--- src/sv/lfu_pkg.sv ---
// ----------------------------------------------------------------------------
// lfu_pkg
// Shared types and defaults of the LFU replacement policy unit.
// ----------------------------------------------------------------------------
`default_nettype none

package lfu_pkg;

   localparam int WAYS_DEFAULT       = 8;
   localparam int SETS_DEFAULT       = 256;
   localparam int COUNT_BITS_DEFAULT = 16;

   localparam int FUNC_BITS   = 2;
   localparam int SET_IN_BITS = 8;
   localparam int WAY_IN_BITS = 3;
   localparam int WAY_OUT_BITS   = 3;
   localparam int COUNT_OUT_BITS = 16;

   typedef enum logic [FUNC_BITS-1:0] {
      FUNC_INVALIDATE = 2'd0,
      FUNC_TOUCH      = 2'd1,
      FUNC_FILL       = 2'd2,
      FUNC_QUERY      = 2'd3
   } func_type;

   typedef enum logic [2:0] {
      ST_CLEAR,
      ST_IDLE,
      ST_MODIFY,
      ST_SCAN,
      ST_DONE
   } state_type;

endpackage

`default_nettype wire

--- src/sv/lfu_scan.sv ---
// ----------------------------------------------------------------------------
// lfu_scan
// Serial minimum search over the ways of one row, one way per cycle.
// Strict less-than keeps the lowest way on ties.
// ----------------------------------------------------------------------------
`default_nettype none

module lfu_scan #(
   parameter int WAYS       = lfu_pkg::WAYS_DEFAULT,
   parameter int COUNT_BITS = lfu_pkg::COUNT_BITS_DEFAULT,
   parameter int WAY_BITS   = $clog2(WAYS)
) (
   input  wire logic                       clock,
   input  wire logic                       reset,
   input  wire logic                       start,
   input  wire logic [WAYS*COUNT_BITS-1:0] row,
   output logic                            done,
   output logic      [WAY_BITS-1:0]        best_way_ff,
   output logic      [COUNT_BITS-1:0]      best_count_ff
);

   localparam logic [WAY_BITS-1:0] LAST_WAY = WAY_BITS'(WAYS - 1);

   logic [COUNT_BITS-1:0] cnt [WAYS];
   logic                  busy_ff, busy_in;
   logic [WAY_BITS-1:0]   idx_ff, idx_in;
   logic [WAY_BITS-1:0]   best_way_in;
   logic [COUNT_BITS-1:0] best_count_in;

   for (genvar w = 0; w < WAYS; w++) begin : g_unpack
      assign cnt[w] = row[w*COUNT_BITS +: COUNT_BITS];
   end

   assign done = busy_ff && (idx_ff == LAST_WAY);

   always_comb begin
      busy_in       = busy_ff;
      idx_in        = idx_ff;
      best_way_in   = best_way_ff;
      best_count_in = best_count_ff;
      if (start) begin
         busy_in       = 1'b1;
         idx_in        = WAY_BITS'(1);
         best_way_in   = '0;
         best_count_in = cnt[0];
      end else if (busy_ff) begin
         if (cnt[idx_ff] < best_count_ff) begin
            best_way_in   = idx_ff;
            best_count_in = cnt[idx_ff];
         end
         idx_in = idx_ff + WAY_BITS'(1);
         if (done) begin
            busy_in = 1'b0;
         end
      end
   end

   always_ff @(posedge clock) begin
      if (reset) begin
         busy_ff <= 1'b0;
      end else begin
         busy_ff <= busy_in;
      end
   end

   always_ff @(posedge clock) begin
      idx_ff        <= idx_in;
      best_way_ff   <= best_way_in;
      best_count_ff <= best_count_in;
   end

endmodule

`default_nettype wire

--- config.mk ---
export PLATFORM = sky130hd
export DESIGN_NAME = lfu_scan
export DESIGN_NICKNAME = d
export VERILOG_FILES = /design/src/sv/lfu_pkg.sv /design/src/sv/lfu_scan.sv
export SDC_FILE = /design/constraint.sdc
export NUM_CORES = 1
export LEC_CHECK = 0
export BUFFER_PORTS_ARGS = -buffer_cell sky130_fd_sc_hd__buf_2
export CAP_MARGIN = 10
export CORE_MARGIN = 8
export CORE_UTILIZATION = 30
export CTS_BUF_LIST = sky130_fd_sc_hd__clkbuf_4
export DETAILED_ROUTE_END_ITERATION = 8
export PLACE_DENSITY_LB_ADDON = 0.08
export SLEW_MARGIN = 20
export SYNTH_ARGS = -nofsm -noshare
export SYNTH_HDL_FRONTEND = slang
export SYNTH_SLANG_ARGS = --single-unit
--- constraint.sdc ---
create_clock -name clock -period 11.6 [get_ports clock]
set_clock_uncertainty 0.05 [all_clocks]
set_input_delay 2.32 -clock clock [delete_from_list [all_inputs] [get_ports clock]]
set_output_delay 2.32 -clock clock [all_outputs]
set_load 0.1 [all_outputs]
==> results.yml <==
logic_synthesis:
  syn_area_sq_um: 2380
  yosysTopAreaCell: "mux4_2"
  ys_ff_latch: 23
  synth_top_area_share_pct: 27.4
  synth_edf_count: 16
  synth_cell_types: 33
  yosysSeqAreaShare_pct: 26.0
  yosysWarnings: 0
  ys.flop_type: "edfxtp_1"
  synth_nets: 334
  synth.top_cells.by_area: "mux4_2 (27%), edfxtp_1 (20%), mux2_2 (14%), ha_1 (8.9%), dfxtp_1 (5.9%)"
  syn_area_per_cell_sq_um: 12.8
  synthCells: 186
  synthArstFlopShare_pct: 0
clock_tree:
  numCtsBuffers: 3
  cts_resized: 0
  clock_path_buffers: 2
  tritoncts: "yes"
  clock_latency_ps: 320
  post-cts-setup-buffers: 0
  htree_levels: 1
  cts_sinks: 23
  cts.clk_slew.worst_paths_ps: 150
  cts_hold_buf: 0
  cts-root-buf: "clkbuf_4"
critical_path:
  path_cells: "buf_2 -> mux4_2 -> mux2_2 -> ha_1 -> a21oi_1 -> o21ai_0 -> a221oi_1 -> o31ai_1 -> nand2_1"
  worstReg2RegEnd: "best_count_ff[2]"
  r2r-start: "idx_ff[0]"
  start_kind: "input port"
  reg2regPathDepth: 9
  required_ps: 11510
  criticalPathCategory: "in -> reg"
  critPathMaxStageDelay_ps: 890
  worst-r2r-setup-slack_ps: 7040
  path_max_fanout: 16
  arrival_ps: 5410
  crit_family: "compound AO/OA/AOI/OAI gates"
  critPathBufInv: 1
  slowest_stage: "a221oi_1"
  endpoint_kind: "register"
hold_path:
  whs_endpoint: "best_way_ff[1]"
  hp-start: "best_way_ff[1]"
  hold_class: "reg -> reg"
  min_path_cells: 2
global_route:
  grt_pass1_vias: 2415
  grt_max_degree: 36
  antenna_found_initial: 0
  track_usage_pct: 13.6
  grt_pass1_wl_um: 12400
  grt_overflow: 0
layout:
  nets: 476
  area_growth_pct: 34.7
  insertedDiodeCount: 0
  drive_gt1_share_pct: 66.7
  final_cells: 429
  layout_common_cells: "buf_2 (150), mux2_2 (30), mux4_2 (29), ha_1 (17)"
  final_common_cell: "buf_2"
routing:
  routed_wl_um: 7730
  via_count: 2143
  ant_nets: 0
  wire_per_inst_um: 18.0
  drt_pass1_iterations: 4
  drc: 0
  drtIter0Drc: 61
  viasPerCell: 5.00
timing:
  tightestPinTransition_ps: 1000
  period_minus_slack_ps: 5500
  maxSlewHeadroom_pct: 33.1
  maxSlewViolCount: 0
  rsz0062_at_grt: "no"
  fin_setup_tns_ps: 0
  period_share_pct: 47.4
  max_freq_mhz: 182
  finalSetupViolations: 0
  hold_viol_final: 0
power:
  p_per_area_nw_per_um2: 119
  finalPower_uw: 381
  p_leak_nw: 1.50
  peakVddDrop_uv: 53.0
floorplanning:
  num_io_pins: 151
  core_sq_um: 7730
  dieArea_sq_um: 11100
  die_w_um: 105
  start_util_pct: 30.9
  rows: 32
  die_y_um: 105
placed_design:
  dp_hpwl_um: 6360
  port_buffers: 150
  gp_congestion: 0.710
  place_inst: 425
status:
  status: "complete, no violations"
job:
  max_cap_violations: 0
[synthesized netlist by cell type (all sizes together) (4+ instances only)]
| library cell | number |
|---|---|
| mux4 | 32 |
| edfxtp | 16 |
| mux2 | 30 |
| nand4 | 4 |
| buf | 9 |
| inv | 17 |
| a21oi | 7 |
| nand2 | 12 |
| o2111ai | 6 |
| ha | 17 |
| dfxtp | 7 |
| clkbuf | 5 |
[how the worst max path moves through the flow]
stage | depth (start not counted) | startpoint | end | slack (ps)
after floorplan | 8 | row[121] | best_count_ff[0] | 6350
after global placement | 9 | row[121] | best_count_ff[15] | 5800
after detailed placement | 9 | row[9] | best_count_ff[15] | 5710
after CTS | 9 | row[57] | best_count_ff[5] | 6070
after global routing | 9 | row[9] | best_count_ff[5] | 5830
final | 9 | row[9] | best_count_ff[2] | 6100
[worst min-delay path: cells and delay by family (launching register included)]
kind	cells	cell delay, ps
DFF	1	350
AOI/OAI and AO/OA	1	110
and+or+nand+nor	1	70
[report_power, final]
group	internal (mW)	total, mW	leakage [nW]	switching (mW)
clock	0.0158	0.0428	0.0184	0.0270
combinational	0.0858	0.220	1.26	0.135
sequential	0.103	0.118	0.217	0.0149
[layout make-up]
type / count / area, sq um
Clock buffer: 4 / 30.0
Fill cell: 778 / 4510
Inverter: 17 / 63.8
Multi-Input combinational cell: 132 / 1610
Sequential cell: 23 / 624
Tap cell: 102 / 128
Timing Repair Buffer: 151 / 758
[metrics by stage]
stage	utilization, %	cell area, sq um	hold slack (ps)	setup slack, ps
3_5_place_dp	41.2	3180	487	5710
2_1_floorplan	-	2380	525	6350
3_3_place_gp	41.2	3180	504	5800
5_1_grt	41.6	3210	548	5830
6_report	41.6	3210	523	6100
4_1_cts	41.6	3210	521	6070
[cell families (layout without fill, tap and decap cells)]
family | count (synthesis) | in the layout | synth area share, %
xor gates and xnor gates | 1 | 1 | 0.367
adders and majority gates | 17 | 17 | 8.92
and+or+nand+nor | 29 | 29 | 6.35
muxes | 65 | 65 | 46.1
DFF | 23 | 23 | 26.0
AOI/OAI and AO/OA | 20 | 20 | 5.72
buffers and inverters | 31 | 172 | 6.51
[state kept, by name (all words and copies together), names as in the netlist]
register	flops
best_count_ff	16
best_way_ff	3
idx_ff	3
busy_ff	1
[per-layer routing]
metal | part of all wire [%] | vias to the layer above | routed length [um] | global-route usage, %
met5 | 0 | - | 0 | 0
met4 | 0.47 | 0 | 36 | 2.55
met2 | 51 | 80 | 3920 | 24.6
met3 | 6.0 | 4 | 460 | 3.13
li1 | - | 1033 | - | -
met1 | 43 | 1026 | 3320 | 16.1
Note: power is estimated with default switching activity, not from simulation.
